## config.mk

```make
export PLATFORM = sky130hd
export DESIGN_NAME = pccr_div
export DESIGN_NICKNAME = d
export VERILOG_FILES = /design/src/rtl/pccr_pkg.sv /design/src/rtl/pccr_div.sv
export SDC_FILE = /design/constraint.sdc
export NUM_CORES = 1
export LEC_CHECK = 0
export ABC_AREA = 1
export BUFFER_PORTS_ARGS = -buffer_cell sky130_fd_sc_hd__buf_2
export CAP_MARGIN = 20
export CORE_MARGIN = 2
export CORE_UTILIZATION = 57
export DETAILED_ROUTE_END_ITERATION = 12
export PLACE_DENSITY = 0.85
export SLEW_MARGIN = 20
export SYNTH_ARGS = -nofsm -noshare
export SYNTH_HDL_FRONTEND = slang
export SYNTH_SLANG_ARGS = --single-unit
```

## constraint.sdc

```tcl
create_clock -name clk -period 4 [get_ports clk]
set_input_delay 0.4 -clock clk [delete_from_list [all_inputs] [get_ports clk]]
set_output_delay 0.4 -clock clk [all_outputs]
set_load 0.01 [all_outputs]
```

## src/rtl/pccr_pkg.sv

```systemverilog
// Package for the pairwise circle collision resolver.
// Holds widths, position limits, sequencer state type and a saturation helper; no dependencies.
`timescale 1ns / 1ps
`default_nettype none
package pccr_pkg;
	localparam int MaxBalls = 64;
	localparam int IdxW = 6;
	localparam int CntW = 7;
	localparam int PosW = 20;
	localparam int RadW = 14;
	localparam int Guard = 8;
	localparam int DifW = 21;
	localparam int D2W = 43;
	localparam int SqW = D2W + 2 * Guard + 1;
	localparam int RootW = 30;
	localparam int NumW = 53;
	localparam logic signed [PosW-1:0] PosMax = 20'sh7FFFF;
	localparam logic signed [PosW-1:0] PosMin = -20'sh80000;

	typedef enum logic [4:0] {
		ST_LOAD, ST_PI, ST_PJ, ST_RDI, ST_RDJ, ST_D2A, ST_D2B, ST_TEST,
		ST_SQRT, ST_EX, ST_DVX, ST_EY, ST_DVY, ST_WRI, ST_WRJ, ST_NEXT,
		ST_ORD, ST_OUT
	} state_t;

	function automatic logic signed [PosW-1:0] sat_pos(input logic signed [PosW+1:0] v);
		if (v > 22'(PosMax)) return PosMax;
		if (v < 22'(PosMin)) return PosMin;
		return v[PosW-1:0];
	endfunction
endpackage
`default_nettype wire

```

## src/rtl/pccr_div.sv

```systemverilog
// Restoring divider, one quotient bit per cycle, shared by both axes.
// Depends on pccr_pkg.
`timescale 1ns / 1ps
`default_nettype none
module pccr_div (
	input  wire logic clk,
	input  wire logic arst_n,
	input  wire logic start,
	input  wire logic [pccr_pkg::NumW-1:0] num,
	input  wire logic [pccr_pkg::RootW:0] den,
	output logic done,
	output logic [pccr_pkg::NumW-1:0] quo
);
	import pccr_pkg::*;
	logic [RootW+1:0] rem_q;
	logic [NumW-1:0] q_q;
	logic [RootW:0] den_q;
	logic [5:0] cnt_q;
	logic busy_q;
	logic [RootW+2:0] trial;

	assign trial = {rem_q, q_q[NumW-1]} - {2'b0, den_q};
	assign quo = q_q;

	// Shift one numerator bit in, subtract when it fits.
	always_ff @(posedge clk or negedge arst_n) begin
		if (!arst_n) begin
			busy_q <= 1'b0;
			done <= 1'b0;
			cnt_q <= '0;
		end else begin
			done <= 1'b0;
			if (start) begin
				busy_q <= 1'b1;
				cnt_q <= 6'(NumW);
			end else if (busy_q) begin
				cnt_q <= cnt_q - 6'd1;
				if (cnt_q == 6'd1) begin
					busy_q <= 1'b0;
					done <= 1'b1;
				end
			end
		end
	end
	always_ff @(posedge clk) begin
		if (start) begin
			rem_q <= '0;
			q_q <= num;
			den_q <= den;
		end else if (busy_q) begin
			if (!trial[RootW+2]) begin
				rem_q <= trial[RootW+1:0];
				q_q <= {q_q[NumW-2:0], 1'b1};
			end else begin
				rem_q <= {rem_q[RootW:0], q_q[NumW-1]};
				q_q <= {q_q[NumW-2:0], 1'b0};
			end
		end
	end
endmodule
`default_nettype wire

```

==> results.yml <==
run_status:
  status: "finished clean"
setup_path:
  crit_slowest_cell: "fa_1"
  cp.arrival_ns: 2.79
  cp.required_ns: 4.15
  critPathLaunchType: "flip-flop"
  slowest_delay_ns: 0.41
  crit_type: "reg -> reg"
  path_max_fanout: 33
  critPathCaptureType: "flip-flop"
  path_cells: "inv_1 -> ha_1 -> fa_1 -> inv_1 -> nand2_1 -> nand2_1 -> nand3_2 -> nand2_2 -> nand2_2 -> nand2_4 -> nand2_4 -> nand2_4 -> nand2_2 -> nand2_4 -> o21ai_0"
  cp_common_cell: "nand2_4"
drt:
  drc: 0
  firstDrtPassIters: 5
  routed-via-count: 7168
  drt-initial-drc-count: 542
  vias_per_cell: 4.985
  drtAntennaViolNets: 0
  wirelength_um: 19430
  wl_per_cell_um: 13.51
floorplanning:
  row_count: 42
  dieArea_sq_um: 14690
  io_pins: 141
  die_w_um: 121.2
  core_sq_um: 13350
  initial_core_util: 0.5864
  die_h_um: 121.2
sta:
  fmax_mhz: 379.0
  rsz0062_at_grt: "false"
  tightest_slew_ns: 0.8595
  maxSlewViolCount: 0
  finalCriticalPeriod_ns: 2.639
  tns_ns: 0
  finClkSkew_ns: 0.01432
  setup_viol_count_final: 0
  report.final.hold_viol_count: 0
  min_period_over_period: 0.6596
  slew_headroom: 0.4262
synth:
  yosys_warnings: 0
  synthCells: 1108
  ys_ff_latch: 124
  mappedNetlistArea_sq_um: 7828
  ys_types: 38
  syn_nets: 1229
  ys_seq_area_frac: 0.4297
  syn_area_per_cell_sq_um: 7.065
global_route:
  grt_max_degree: 63
  antenna_found_initial: 0
  overflow: 0
  grt_pass1_wl_um: 32590
  grt_pass1_vias: 7045
  grtUsageTotal: 0.2844
layout:
  layout.cells.non_filler: 1438
  num-nets-final: 1370
  fillers: 1088
  register_area_sq_um: 3363
  drive_gt1_frac: 0.1688
  multiInputGateArea_sq_um: 3586
  layout-area-overhead-vs-synth_pct: 18.37
  insertedDiodeCount: 0
  utilization: 0.6941
min_path:
  hold_class: "in -> reg"
cts:
  cts_setup_buffers: 0
  cts_num_sinks: 124
  clkSlewWorstSetupHoldPaths_ns: 0.06
  clock_latency_ns: 0.43
  root_buffer: "clkbuf_16"
  cts_buffers: 17
  htreeDepth: 4
  cts_tree: "built"
  clk_path_buf_depth: 2
placement:
  placed_cells: 1405
  dp_hpwl_um: 13960
  gp_congestion: 0.9770
  port_buffers: 140
pwr:
  peakVddDrop_uv: 460.8
  cellPowerDensity_nw_per_um2: 392.0
  p_leak_uw: 0.005178
run:
  drv_cap: 0
-- cell usage in the layout (no fill, tap or decap), types with 6 or more instances in the layout --
master and instances:
buf_2 139, nor2_2 8, o21ai_0 10, clkbuf_16 17, nor2_1 42, a21oi_1 20, dfrtp_1 8, nand4_1 9
ha_1 33, dfxtp_1 32, and2_1 6, nand3_1 60, inv_1 199, nand2_1 514, nand2_2 11, edfxtp_1 84
xnor2_1 12
-- per-stage QoR --
step / worst slack [ns] / cell area, sq um / power, uW / hold slack (ns)
6_report: 1.361 / 9265 / 3632 / 0.1449
5_1_grt: 1.150 / 9265 / 3786 / 0.1326
4_1_cts: 1.360 / 9265 / 3646 / 0.1337
3_5_place_dp: 1.425 / 8661 / 2090 / 0.2523
3_3_place_gp: 1.536 / 8661 / 2078 / 0.2535
2_1_floorplan: 1.701 / 7828 / 1904 / 0.1044
-- routing by layer --
| metal | track usage | routed length (um) |
|---|---|---|
| met5 | 0 | 0 |
| met4 | 0.1272 | 572 |
| met3 | 0.05968 | 1612 |
| met2 | 0.4621 | 9078 |
| met1 | 0.3665 | 8162 |
-- critical path, delay by kind of cell, from the launching register on --
kind	cells	cell delay [ns]
adder cells (fa/ha/maj)	2	0.64
AO/OA/AOI/OAI	1	0.12
flip-flops	1	0.33
AND/OR/NAND/NOR	10	1.09
buffers and inverters	2	0.16
-- area by class of cell --
class	count	area share
Multi-Input combinational cell	759	0.3870
Sequential cell	124	0.3630
Inverter	202	0.08184
Timing Repair Buffer	145	0.08022
Clock buffer	20	0.04929
Tap cell	176	0.02377
Clock inverter	12	0.01485
-- sequential cells by signal, indices dropped and copies added (netlist names) --
| signal | count |
|---|---|
| busy_q | 1 |
| cnt_q | 6 |
| done | 1 |
| den_q | 31 |
| quo | 53 |
| rem_q | 32 |
-- repair_timing --
| item | CTS | global route |
|---|---|---|
| endpoints found under the hold margin | 8 | 0 |
| gates resized for setup | 0 | 0 |
| hold buffers | 1 | 0 |
-- cell usage after synthesis --
cell type	instances	area share
nand2_1	514	0.25
inv_1	200	0.096
edfxtp_1	84	0.32
nand3_1	60	0.038
nor2_1	44	0.021
ha_1	33	0.053
dfxtp_1	32	0.082
a21oi_1	20	0.013
clkbuf_1	16	0.0077
xnor2_1	12	0.013
nand2_2	11	0.0088
o21ai_0	10	0.0064
nand4_1	9	0.0072
dfrtp_1	8	0.026
and2_1	6	0.0048
nor2_2	6	0.0048
buf_6	5	0.0072
nand2_4	5	0.0072
nor3_1	5	0.0032
o21ai_1	3	0.0019
xor2_1	3	0.0034
and2_4	2	0.0022
inv_2	2	0.00096
nor2_4	2	0.0029
nor3_2	2	0.0026
o21bai_1	2	0.0019
a21o_1	1	0.00096
a21oi_4	1	0.0021
and3_1	1	0.00080
buf_1	1	0.00048
buf_2	1	0.00064
fa_1	1	0.0026
nand2_8	1	0.0026
nand3_2	1	0.0013
nand3_4	1	0.0022
nand3b_1	1	0.00096
o22ai_1	1	0.00080
or2_4	1	0.0011
-- path summary, 6_finish.rpt --
kind	from	end	slack, ns	depth (start not counted)
max in group asynchronous	arst_n	cnt_q[5]	3.47	2
max reg2reg	quo[52]	quo[0]	1.36	15
max	quo[52]	quo[0]	1.36	15
min reg2reg	rem_q[24]	rem_q[24]	0.47	2
min	den[27]	den_q[27]	0.14	1
min in group asynchronous	arst_n	cnt_q[0]	0.35	2
-- cells by family (layout without fill, tap and decap cells) --
family                     Yosys count  after routing  share of synthesized area
xor gates and xnor gates            15             15                    0.01678
and+or+nand+nor                    672            672                     0.3585
buffers and inverters              225            379                     0.1129
AOI/OAI and AO/OA                   38             38                    0.02686
DFF                                124            124                     0.4297
adders and majority gates           34             34                    0.05531
-- where the power goes --
group | leakage [uW] | internal, uW | switching, uW
clock network | 0.000275 | 953 | 603
registers | 0.00123 | 1470 | 52.0
logic | 0.00367 | 203 | 349
total | 0.00518 | 2630 | 1000
Power figures use the tool's default switching activity.
